**config.mk**
```make
export PLATFORM = sky130hd
export DESIGN_NAME = sacl_scan_unit
export DESIGN_NICKNAME = d
export VERILOG_FILES = /design/src/rtl/set_assoc_cache_tag_lookup_macros.svh /design/src/rtl/sacl_pkg.sv /design/src/rtl/sacl_scan_unit.sv
export SDC_FILE = /design/constraint.sdc
export NUM_CORES = 1
export LEC_CHECK = 0
export BUFFER_PORTS_ARGS = -buffer_cell sky130_fd_sc_hd__buf_4
export CAP_MARGIN = 10
export CORE_MARGIN = 2
export CORE_UTILIZATION = 48
export CTS_BUF_LIST = sky130_fd_sc_hd__clkbuf_4 sky130_fd_sc_hd__clkbuf_8 sky130_fd_sc_hd__clkbuf_16
export CTS_CLUSTER_DIAMETER = 60
export DETAILED_ROUTE_END_ITERATION = 10
export PLACE_DENSITY_LB_ADDON = 0.25
export SYNTH_ARGS = -nofsm -noshare
export SYNTH_HDL_FRONTEND = slang
export SYNTH_SLANG_ARGS = --single-unit
```
**constraint.sdc**
```tcl
create_clock -name clk -period 3.92 [get_ports clk]
set_clock_uncertainty 0.15 [all_clocks]
set_input_delay 0.196 -clock clk [delete_from_list [all_inputs] [get_ports clk]]
set_output_delay 0.196 -clock clk [all_outputs]
set_load 0.01 [all_outputs]
```
**src/rtl/set_assoc_cache_tag_lookup_macros.svh**
```systemverilog
// ----------------------------------------------------------------------------
// Assertion macros for the cache tag lookup
// Shared property shapes, clocked on the rising edge, disabled in reset.
// ----------------------------------------------------------------------------
`ifndef SET_ASSOC_CACHE_TAG_LOOKUP_MACROS_SVH
`define SET_ASSOC_CACHE_TAG_LOOKUP_MACROS_SVH

// same-cycle implication
`define SACL_ASSERT_NOW(label, clk, rst_n, ante, cons) \
	label: assert property (@(posedge clk) disable iff (!rst_n) (ante) |-> (cons)) \
		else $error("cache tag lookup: same-cycle check failed");

// next-cycle implication
`define SACL_ASSERT_NEXT(label, clk, rst_n, ante, cons) \
	label: assert property (@(posedge clk) disable iff (!rst_n) (ante) |=> (cons)) \
		else $error("cache tag lookup: next-cycle check failed");

`endif

```
**src/rtl/sacl_pkg.sv**
```systemverilog
// ----------------------------------------------------------------------------
// sacl_pkg
// Types and fixed constants of the set-associative cache tag lookup.
// ----------------------------------------------------------------------------
package sacl_pkg;

	// address layout
	localparam int ADDR_W   = 32;
	localparam int OFFSET_W = 2;

	// access clock
	localparam int          STAMP_W    = 32;
	localparam logic [31:0] CLOCK_INIT = 32'd0;

	// configuration port
	localparam int CFG_INDEX_W = 1;
	localparam int CFG_DATA_W  = 2;

	localparam logic [CFG_INDEX_W-1:0] CFG_REPLACEMENT_MODE = 1'd0;
	localparam logic [CFG_INDEX_W-1:0] CFG_WRITE_MODE       = 1'd1;

	// replacement mode codes
	localparam logic REPL_STAMP = 1'b0;
	localparam logic REPL_ROUND = 1'b1;

	// write mode codes (code 3 behaves as write-back)
	localparam logic [1:0] WM_BACK     = 2'd0;
	localparam logic [1:0] WM_THROUGH  = 2'd1;
	localparam logic [1:0] WM_ALLOCATE = 2'd2;

	// sequencer states
	typedef enum logic [1:0] {
		ST_CLEAR,
		ST_IDLE,
		ST_SCAN,
		ST_UPDATE
	} state_t;

	// sequencer to scan unit
	typedef struct packed {
		logic start;	// first way of the set this cycle
		logic step;	// read data of one way is present
	} scan_ctl_t;

	// scan unit to sequencer
	typedef struct packed {
		logic stop;		// current way is invalid or matches
		logic found;		// last step stopped on a way
		logic hit;		// last step stopped on a match
		logic found_dirty;	// dirty bit of the way stopped on
		logic vic_dirty;	// dirty bit of the oldest-stamp way
		logic rr_dirty;		// dirty bit of the way under the pointer
	} scan_sts_t;

endpackage

```
**src/rtl/sacl_scan_unit.sv**
```systemverilog
// ----------------------------------------------------------------------------
// sacl_scan_unit
// Shared tag and stamp comparator, stepped over the ways of one set.
// ----------------------------------------------------------------------------
module sacl_scan_unit
	import sacl_pkg::*;
#(
	parameter int WAY_W = 2,
	parameter int TAG_W = 24
) (
	input  logic             clk,
	input  logic             arst_n,
	input  scan_ctl_t        ctl,
	input  logic [WAY_W-1:0] way,
	input  logic             line_valid,
	input  logic             line_dirty,
	input  logic [TAG_W-1:0] line_tag,
	input  logic [TAG_W-1:0] req_tag,
	input  logic [STAMP_W-1:0] stamp,
	input  logic [WAY_W-1:0] rr_ptr,
	output scan_sts_t        sts,
	output logic [WAY_W-1:0] found_way,
	output logic [WAY_W-1:0] vic_way
);

	logic               match_c;
	logic               stop_c;
	logic               older_c;
	logic               found_q;
	logic               hit_q;
	logic               found_dirty_q;
	logic               vic_dirty_q;
	logic               rr_dirty_q;
	logic [WAY_W-1:0]   found_way_q;
	logic [WAY_W-1:0]   vic_way_q;
	logic [STAMP_W-1:0] min_stamp_q;

	// compare of the current way
	assign match_c = line_valid && (line_tag == req_tag);
	assign stop_c  = !line_valid || match_c;
	// strict compare keeps the lowest way on equal stamps
	assign older_c = ctl.start || (stamp < min_stamp_q);

	// control flags
	always_ff @(posedge clk or negedge arst_n) begin
		if (!arst_n) begin
			found_q <= 1'b0;
			hit_q   <= 1'b0;
		end else if (ctl.step) begin
			found_q <= stop_c;
			hit_q   <= match_c;
		end
	end

	// running victim and per-way captures
	always_ff @(posedge clk) begin
		if (ctl.step) begin
			found_way_q   <= way;
			found_dirty_q <= line_dirty;
			if (older_c) begin
				min_stamp_q <= stamp;
				vic_way_q   <= way;
				vic_dirty_q <= line_dirty;
			end
			if (way == rr_ptr) begin
				rr_dirty_q <= line_dirty;
			end
		end
	end

	assign sts.stop        = stop_c;
	assign sts.found       = found_q;
	assign sts.hit         = hit_q;
	assign sts.found_dirty = found_dirty_q;
	assign sts.vic_dirty   = vic_dirty_q;
	assign sts.rr_dirty    = rr_dirty_q;
	assign found_way       = found_way_q;
	assign vic_way         = vic_way_q;

endmodule

```
## Word-level counts from Yosys, hierarchy flattened

Cells that the tools add are included.

- Output and inout bits: 10
- Logic and storage cells: 17
- Input port bits: 90
- Flip-flop bits (word level): 41

- Magnitude comparators: 1
- Reduce and logical (&&, ||, !) cells: 6
- Equal/unequal tests: 2

Operator list:

| operator | count |
|---|---|
| 32-bit less-than comparator | 1 |
| 24-bit == test | 1 |
| 2-bit AND reduction | 2 |
| 2-bit == test | 1 |
| 1-bit logical OR | 2 |
| 1-bit logical AND | 1 |
| 1-bit logical NOT | 1 |

## Longest topological paths before layout

Gate-level depths: netlist of the first run.

- Depth in word-level cells: 3
- Gate-level depth with buffers: 7
- Depth with buffers taken out: 7

## Worst setup path before layout of the first run

Ideal clock, no wire load.

- Kind: register to register
- From: register min_stamp_q[14]
- To: register min_stamp_q[0], enable pin
- Required time: 3.346 ns
- Stages on the path, launching flop included: 8
- Slack: 0.635 ns
- Setup time: 0.424 ns
- Clock period less this slack: 3.285 ns
- Arrival time: 2.711 ns
- Path buffers: 0
- Path through: edfxtp_1 > inv_1 > ha_1 > nand4_1 > nor3_1 > a221oi_1 > o211ai_1 > a211oi_2

- Word-level cells in the longest chain between the ends: 3

RTL lines:

| what | RTL line | source |
|---|---|---|
| from (decl) | sacl_scan_unit.sv:36 | `logic [STAMP_W-1:0] min_stamp_q;` |
| from (signal assigned) | sacl_scan_unit.sv:61 | `min_stamp_q <= stamp;` |
| 32-bit less-than comparator | sacl_scan_unit.sv:42 | `assign older_c = ctl.start \|\| (stamp < min_stamp_q);` |
| 1-bit logical OR | sacl_scan_unit.sv:42 |  |
| 2-bit AND reduction (no source line) | -- |  |

No other way between the ends.
A chain may end at the register's enable or synchronous reset.

## Final worst setup path of the first run

- From: input port stamp[14]
- To: register min_stamp_q[3], enable pin

- Word-level cells in the longest chain between the ends: 3

RTL lines:

| what | RTL line | source |
|---|---|---|
| from (decl) | sacl_scan_unit.sv:19 | `input logic [STAMP_W-1:0] stamp,` |
| 32-bit less-than comparator | sacl_scan_unit.sv:42 |  |
| 1-bit logical OR | sacl_scan_unit.sv:42 |  |
| 2-bit AND reduction (no source line) | -- |  |

No other way between the ends.

==> results.json, run 1 <==
{
  "cp_num_cells": 9,
  "timing.hold.worst_path_depth": 2,
  "cts.sinks": 41,
  "number_of_antenna_violations_at_the_first_check_in_global_routing": 0,
  "cp-end-kind": "register",
  "first_iter_violations": 61,
  "insertedDiodeCount": 0,
  "timing.critical_path.cells": "dlygate4sd3_1 -> buf_4 -> ha_1 -> nand4_1 -> nor3_1 -> a221oi_1 -> o211ai_1 -> a211oi_4 -> buf_4",
  "share_seq_of_total_power_pct": 49.8,
  "number_of_filler_cells_placed_in_the_layout": 355,
  "clk_pin_slew_worst_paths_ns": 0.07,
  "h-tree-depth": 2,
  "initial_utilization_pct": 50.18,
  "final_max_slew_viol_count": 0,
  "clkLatencyLatePin_ns": 0.29,
  "dp_cells": 359,
  "number_of_global_route_vias_before_repair": 1937,
  "grt-ovfl-total": 0,
  "cts-resized-gates": 0,
  "critPathMostFrequentCell": "sky130_fd_sc_hd__buf_4",
  "fraction_of_post_synthesis_cell_area_in_the_top_cell_type_by_area_pct": 49.08,
  "synth_fp_nets": 319,
  "number_of_clock_buffers_inserted_by_tritoncts": 5,
  "drt-total-wl_um": 5193,
  "synthTopCellsByCount": "39 x sky130_fd_sc_hd__edfxtp_1, 32 x sky130_fd_sc_hd__inv_1, 31 x sky130_fd_sc_hd__ha_1",
  "die_height_um": 74.51,
  "post_route_cells_drive_above_1_share_pct": 32.94,
  "fp.coreArea_um2": 4755,
  "comb_power_share_pct": 23.9,
  "synth_area_leaders": "sky130_fd_sc_hd__edfxtp_1 49%, sky130_fd_sc_hd__ha_1 16%, sky130_fd_sc_hd__xnor2_1 6.6%",
  "preCtsSetupSlack_ns": 1.259,
  "ys.warnings.count": 0,
  "status": "finished clean",
  "chipWidth_um": 74.51,
  "last_weighted_congestion_value_of_the_routability_driven_placer": 0.7794,
  "power_switching_mw": 0.2430,
  "grt_pass1_wl_um": 8135,
  "netSwitchingFraction_pct": 23.07,
  "fin_setup_tns_ns": 0,
  "power.share.clock_pct": 26.4,
  "ys_async_sr_fraction_pct": 4.878,
  "slew_headroom_pct": 74.90,
  "cp-start-kind": "input port",
  "crit_type": "input port to register",
  "area_growth_syn_to_layout_pct": 52.75,
  "mappedNetlistArea_um2": 2386,
  "crit_required_ns": 3.72,
  "synth_edf_count": 39,
  "timing.critical_path.slowest_cell_delay_ns": 0.53,
  "peakVddDrop_uv": 160.9,
  "cts-root-buf": "sky130_fd_sc_hd__clkbuf_8",
  "final-instance-count-excl-fill": 404,
  "critical_path_buf_inv_count": 3,
  "power_internal_mw": 0.8105,
  "syn-instance-count": 198,
  "drt_first_pass_iters": 4,
  "power.static_leakage_nw": 1.686,
  "worstMarginPinSlew_ns": 0.3764,
  "dieArea_um2": 5551,
  "num-nets-final": 457,
  "netlist.top_cell.by_area": "sky130_fd_sc_hd__edfxtp_1",
  "power_dens_cells_nw_per_um2": 289.0,
  "buffer_ports.inserted": 99,
  "postSynthRegisterBits": 41,
  "detailed_place_hpwl_um": 3687,
  "ys.flop_type": "sky130_fd_sc_hd__edfxtp_1",
  "worst_path_dominant_cell_family": "buffers and inverters",
  "setup_viol_count_final": 0,
  "timing.hold.worst.class": "input port to register",
  "routed-via-count": 1923,
  "io_pins": 100,
  "count_of_endpoints_failing_hold_in_the_final_timing_report": 0,
  "max-cap-violations": 0,
  "num_rows": 25,
  "multi_input_gate_area_in_the_final_layout_um2": 1007,
  "avgSynthCellArea_um2": 12.05,
  "grt_use_total_pct": 20.05,
  "synth_cell_type_count": 30,
  "post-synth-top-count-cell": "sky130_fd_sc_hd__edfxtp_1",
  "setup_slack_ns": 1.048,
  "post_drt_wl_per_cell_um": 12.85,
  "drc": 0,
  "cts_tree": "yes",
  "period_needed_ns": 2.872,
  "crit_slowest_cell": "sky130_fd_sc_hd__dlygate4sd3_1",
  "fmaxAchievable_mhz": 348.2,
  "post_detailed_route_via_to_cell_ratio": 4.760,
  "finalCritPeriodShare_pct": 73.26,
  "drtAntennaViolNets": 0,
  "seq_area_frac_synth_pct": 51.18,
  "clock_tree.buffer_depth": 2,
  "reg2regPathDepth": 8,
  "final-seq-area_um2": 1221,
  "critical_path_peak_fanout": 30,
  "grt_start_max_net_pins": 31,
  "cp_data_arrival_time_ns": 2.67,
  "setup_repair_after_global_routing_missed_its_margin": "false"
}
[path summary, 6_finish.rpt]
path / slack [ns] / from / end
max reg2reg: 1.28 / min_stamp_q[19]$_DFFE_PP_ / min_stamp_q[3]$_DFFE_PP_
max in group asynchronous: 3.46 / arst_n / hit_q$_DFFE_PN0P_
max: 1.05 / stamp[14] / min_stamp_q[3]$_DFFE_PP_
min: 0.02 / ctl[0] / found_q$_DFFE_PN0P_
min in group asynchronous: 0.07 / arst_n / found_q$_DFFE_PN0P_
min reg2reg: 0.38 / hit_q$_DFFE_PN0P_ / hit_q$_DFFE_PN0P_
[placed cells by master, fill, tap and decap left out, types with 4 or more instances in the layout]
master,instances
sky130_fd_sc_hd__xnor2_1,18
sky130_fd_sc_hd__buf_4,100
sky130_fd_sc_hd__inv_1,32
sky130_fd_sc_hd__a21oi_1,10
sky130_fd_sc_hd__nand4_1,6
sky130_fd_sc_hd__nand2_1,12
sky130_fd_sc_hd__edfxtp_1,39
sky130_fd_sc_hd__clkbuf_8,5
sky130_fd_sc_hd__dlygate4sd3_1,37
sky130_fd_sc_hd__xor2_1,8
sky130_fd_sc_hd__ha_1,31
sky130_fd_sc_hd__nor2_1,4
[through the flow]
step	instance area [um2]	util (%)	power (mW)	hold slack (ns)
after global routing	3645	76.66	1.108	0.02966
after detailed placement	3183	66.95	0.7516	-0.1694
final	3645	76.66	1.053	0.02062
after CTS	3645	76.66	1.063	0.01013
after global placement	3183	66.95	0.7460	-0.1708
after floorplan	2386	-	0.6401	-0.2496
[worst reg2reg max path, delay by kind of cell (launching register included)]
kind / cells / cell delay, ns
buffers and inverters: 2 / 0.51
AND/OR/NAND/NOR: 1 / 0.12
adder cells (fa/ha/maj): 1 / 0.27
AO/OA/AOI/OAI: 4 / 0.88
flip-flops: 1 / 0.37
[power groups by stage]
stage / Combinational (mW) / Sequential (mW) / Clock [mW]
after floorplan: 0.106 / 0.534 / 0
after global placement: 0.214 / 0.532 / 0
after detailed placement: 0.218 / 0.534 / 0
after CTS: 0.249 / 0.524 / 0.290
after global routing: 0.280 / 0.526 / 0.302
final: 0.251 / 0.524 / 0.278
[registers in the layout, summed over array words and instances (netlist names)]
name and flops:
found_q 1, min_stamp_q 32, vic_dirty_q 1, hit_q 1, found_way 2, found_dirty_q 1, rr_dirty_q 1, vic_way 2
[routing by layer]
metal / global-route usage, % / part of all wire (%) / up-vias
met4: 8.730 / 1.7 / 0
met2: 38.74 / 53 / 82
met1: 20.18 / 39 / 864
li1: - / - / 973
met3: 4.743 / 6.2 / 4
met5: 0 / 0 / -
[cell families after synthesis]
family / Yosys count / synth area share [%]
AND/OR/NAND/NOR: 35 / 7.866
adder cells (fa/ha/maj): 31 / 16.26
XOR/XNOR: 26 / 9.544
buffers and inverters: 38 / 6.922
AO/OA/AOI/OAI: 27 / 8.233
flip-flops: 41 / 51.18
[repair_timing]
item                      4_1_cts  5_1_grt
hold endpoints to repair       43        0
buffers inserted                0        0
hold buffers                   37        0
[area by class of cell]
cell class	instances	area share, %
tap	67	2.300
sequential	41	33.50
timing repair buffer	137	30.76
inverter	32	3.296
multi-input combinational	119	27.63
clock buffer	8	2.506
(Power assumes the default switching activity.)
==> inputs of run 2 (changes only) <==
--- a/config.mk
+++ b/config.mk
@@ -5,10 +5,11 @@
 export SDC_FILE = /design/constraint.sdc
 export NUM_CORES = 1
 export LEC_CHECK = 0
+export ABC_AREA = 1
 export BUFFER_PORTS_ARGS = -buffer_cell sky130_fd_sc_hd__buf_4
 export CAP_MARGIN = 10
 export CORE_MARGIN = 2
-export CORE_UTILIZATION = 48
+export CORE_UTILIZATION = 44
 export CTS_BUF_LIST = sky130_fd_sc_hd__clkbuf_4 sky130_fd_sc_hd__clkbuf_8 sky130_fd_sc_hd__clkbuf_16
 export CTS_CLUSTER_DIAMETER = 60
 export DETAILED_ROUTE_END_ITERATION = 10
==> constraint.sdc (replaced) <==
create_clock -name clk -period 2.4 [get_ports clk]
set_clock_uncertainty 0.15 [all_clocks]
set_input_delay 0.12 -clock clk [delete_from_list [all_inputs] [get_ports clk]]
set_output_delay 0.12 -clock clk [all_outputs]
set_load 0.01 [all_outputs]
==> run 2 against run 1 <==
  * Highest routed layer unchanged
  * Largest cell class unchanged
  * Global-route usage is 2.1 points lower
  * Sequential power is 63% higher
  * First-iteration DRC count is 33% higher
  * Largest power group unchanged
  * Synthesized area is 3.1% higher
==> results.json, run 2 <==
{
  "ys_async_sr_fraction_pct": 4.878,
  "largest_register_ffs": 32,
  "critical_path_peak_fanout": 7,
  "netlist.top_cell.by_area": "sky130_fd_sc_hd__edfxtp_1",
  "post-synth-top-count-cell": "sky130_fd_sc_hd__inv_1",
  "timing.hold.worst.class": "input port to asynchronous set/reset pin",
  "grt-ovfl-total": 0,
  "last_weighted_congestion_value_of_the_routability_driven_placer": 0.8162,
  "cts-root-buf": "sky130_fd_sc_hd__clkbuf_8",
  "chipWidth_um": 78.79,
  "number_of_global_route_vias_before_repair": 2138,
  "clkLatencyLatePin_ns": 0.29,
  "clk_pin_slew_worst_paths_ns": 0.07,
  "grt_start_max_net_pins": 29,
  "post_detailed_route_via_to_cell_ratio": 4.676,
  "synth_edf_count": 39,
  "postSynthRegisterBits": 41,
  "syn-instance-count": 234,
  "post_drt_wl_per_cell_um": 12.93,
  "crit_type": "input port to register",
  "post_cts.repair.setup_buffers": 0,
  "crit_required_ns": 2.26,
  "fin_setup_tns_ns": 0,
  "synth_fp_nets": 355,
  "cts_tree": "yes",
  "first_iter_violations": 81,
  "dieArea_um2": 6208,
  "drtAntennaViolNets": 0,
  "ys.warnings.count": 0,
  "insertedDiodeCount": 0,
  "post_route_cells_drive_above_1_share_pct": 34.32,
  "dp_cells": 401,
  "reg_with_most_ffs": "min_stamp_q",
  "r2r_end": "min_stamp_q[15]$_DFFE_PP_",
  "avgSynthCellArea_um2": 10.52,
  "slew_headroom_pct": 82.12,
  "clock_tree.buffer_depth": 2,
  "timing.critical_path.to": "min_stamp_q[15]$_DFFE_PP_",
  "drc": 0,
  "final_max_slew_viol_count": 0,
  "fraction_of_post_synthesis_cell_area_in_the_top_cell_type_by_area_pct": 47.59,
  "routed-via-count": 2081,
  "cp_data_arrival_time_ns": 2.22,
  "seq_area_frac_synth_pct": 49.62,
  "preCtsSetupSlack_ns": 0.2603,
  "period_needed_ns": 2.357,
  "detailed_place_hpwl_um": 4210,
  "ff2ff_setup_slack_ns": 0.13,
  "final_cell_mix": "96 x sky130_fd_sc_hd__buf_4, 46 x sky130_fd_sc_hd__inv_1, 39 x sky130_fd_sc_hd__edfxtp_1",
  "drt_first_pass_iters": 4,
  "cp-end-kind": "register",
  "buffer_ports.inserted": 99,
  "grt_pass1_wl_um": 8673,
  "synth_area_leaders": "sky130_fd_sc_hd__edfxtp_1 48%, sky130_fd_sc_hd__ha_1 16%, sky130_fd_sc_hd__inv_1 7.2%",
  "io_pins": 100,
  "drt-total-wl_um": 5754,
  "cts.sinks": 41,
  "commonest_non_fill_non_tap_cell_in_the_layout": "sky130_fd_sc_hd__buf_4",
  "power_dens_cells_nw_per_um2": 452.8,
  "peakVddDrop_uv": 276.2,
  "grt_use_total_pct": 17.99,
  "crit_start": "stamp[14]",
  "synth_cell_type_count": 24,
  "mappedNetlistArea_um2": 2461,
  "count_of_endpoints_failing_hold_in_the_final_timing_report": 0,
  "number_of_clock_buffers_inserted_by_tritoncts": 5,
  "area_growth_syn_to_layout_pct": 56.99,
  "power.static_leakage_nw": 1.853,
  "num_rows": 27,
  "placed_area_um2": 3288,
  "h-tree-depth": 2,
  "setup_viol_count_final": 0,
  "max-cap-violations": 0,
  "finalCritPeriodShare_pct": 98.21,
  "synthTopCellsByCount": "47 x sky130_fd_sc_hd__inv_1, 39 x sky130_fd_sc_hd__edfxtp_1, 33 x sky130_fd_sc_hd__nand2_1",
  "final-instance-count-excl-fill": 445,
  "fmaxAchievable_mhz": 424.3,
  "ys.flop_type": "sky130_fd_sc_hd__edfxtp_1",
  "reg2regPathDepth": 12,
  "setup_slack_ns": 0.04302,
  "num-nets-final": 494,
  "initial_utilization_pct": 45.25,
  "fin_area_um2": 3864,
  "status": "finished clean",
  "fp.coreArea_um2": 5439,
  "worstMarginPinSlew_ns": 0.2677,
  "setup_repair_after_global_routing_missed_its_margin": "true",
  "cp-start-kind": "input port",
  "critical_path.reg2reg.startpoint": "min_stamp_q[5]$_DFFE_PP_",
  "die_height_um": 78.79,
  "number_of_antenna_violations_at_the_first_check_in_global_routing": 0
}
[run 2: changes by cell type after synthesis, moves of 2 or more]
cell | before | now
sky130_fd_sc_hd__and4_1 | 2 | 0
sky130_fd_sc_hd__nor2_1 | 4 | 9
sky130_fd_sc_hd__nor3_1 | 1 | 3
sky130_fd_sc_hd__o21ai_0 | 2 | 4
sky130_fd_sc_hd__or2_0 | 0 | 2
sky130_fd_sc_hd__nor3_2 | 0 | 3
sky130_fd_sc_hd__a221oi_1 | 2 | 0
sky130_fd_sc_hd__a21oi_1 | 10 | 17
sky130_fd_sc_hd__nor4_1 | 3 | 0
sky130_fd_sc_hd__a21o_1 | 3 | 0
sky130_fd_sc_hd__nand2_1 | 12 | 33
sky130_fd_sc_hd__xnor2_1 | 18 | 13
sky130_fd_sc_hd__inv_1 | 32 | 47
[run 2: cell families after synthesis]
logic type	share of synthesized area [%]
AND/OR/NAND/NOR	11.39
flip-flops	49.62
adder cells (fa/ha/maj)	15.76
AO/OA/AOI/OAI	6.100
XOR/XNOR	8.135
buffers and inverters	8.998
[run 2: worst min-delay path by stage]
| stage | startpoint | to | slack (ns) | cells past startpoint |
|---|---|---|---|---|
| 6_report | arst_n | found_q$_DFFE_PN0P_ | 0.01 | 2 |
| 5_1_grt | arst_n | found_q$_DFFE_PN0P_ | 0.02 | 2 |
| 4_1_cts | arst_n | found_q$_DFFE_PN0P_ | 0.01 | 2 |
| 3_5_place_dp | arst_n | found_q$_DFFE_PN0P_ | -0.25 | 1 |
| 3_3_place_gp | arst_n | found_q$_DFFE_PN0P_ | -0.25 | 1 |
| 2_1_floorplan | arst_n | found_q$_DFFE_PN0P_ | -0.33 | 0 |
[run 2: cell type report]
class | instances | area, um2
sequential | 41 | 1221
clock inverter | 1 | 3.754
fill | 413 | 1575
timing repair buffer | 138 | 1174
tap | 72 | 90.09
inverter | 47 | 176.4
clock buffer | 6 | 76.32
multi-input combinational | 140 | 1122
[run 2: worst max-delay path, cell delays in order]
cell and delay, ns:
sky130_fd_sc_hd__dlygate4sd3_1 0.53, sky130_fd_sc_hd__buf_4 0.14, sky130_fd_sc_hd__ha_1 0.28, sky130_fd_sc_hd__nand2_1 0.10, sky130_fd_sc_hd__inv_1 0.05, sky130_fd_sc_hd__nand3_1 0.09, sky130_fd_sc_hd__inv_1 0.07, sky130_fd_sc_hd__a21oi_2 0.14
sky130_fd_sc_hd__nand2_1 0.07, sky130_fd_sc_hd__nand2_2 0.07, sky130_fd_sc_hd__nand2_2 0.06, sky130_fd_sc_hd__a21oi_4 0.27, sky130_fd_sc_hd__clkbuf_16 0.21
[run 2: layer usage]
layer / vias to the layer above / global-route usage [%] / share of wire [%] / wire length [um]
li1: 1054 / - / - / -
met1: 945 / 18.81 / 39 / 2235
met2: 72 / 33.93 / 53 / 3023
met3: 10 / 5.000 / 6.5 / 374
met4: 0 / 6.842 / 2.1 / 120
met5: - / 0 / 0 / 0
[run 2: through the flow]
stage / hold slack, ns / util [%] / total power, mW
after floorplan: -0.3256 / - / 1.052
after global placement: -0.2457 / 60.46 / 1.232
after detailed placement: -0.2453 / 60.46 / 1.245
after CTS: 0.01236 / 68.92 / 1.724
after global routing: 0.01614 / 71.04 / 1.848
final: 0.01075 / 71.04 / 1.750
[run 2: report_power, final]
part           switching, mW  leakage [nW]  internal (mW)
sequential            0.0140         0.400          0.842
combinational          0.197          1.41          0.261
clock                  0.229        0.0421          0.208
total                  0.440          1.85           1.31
[run 2: what timing repair did]
| action | CTS | global route |
|---|---|---|
| resized for setup | 0 | 18 |
| hold buffers | 38 | 0 |
| hold endpoints to repair | 46 | 0 |
| endpoints found under the setup margin | 0 | 35 |
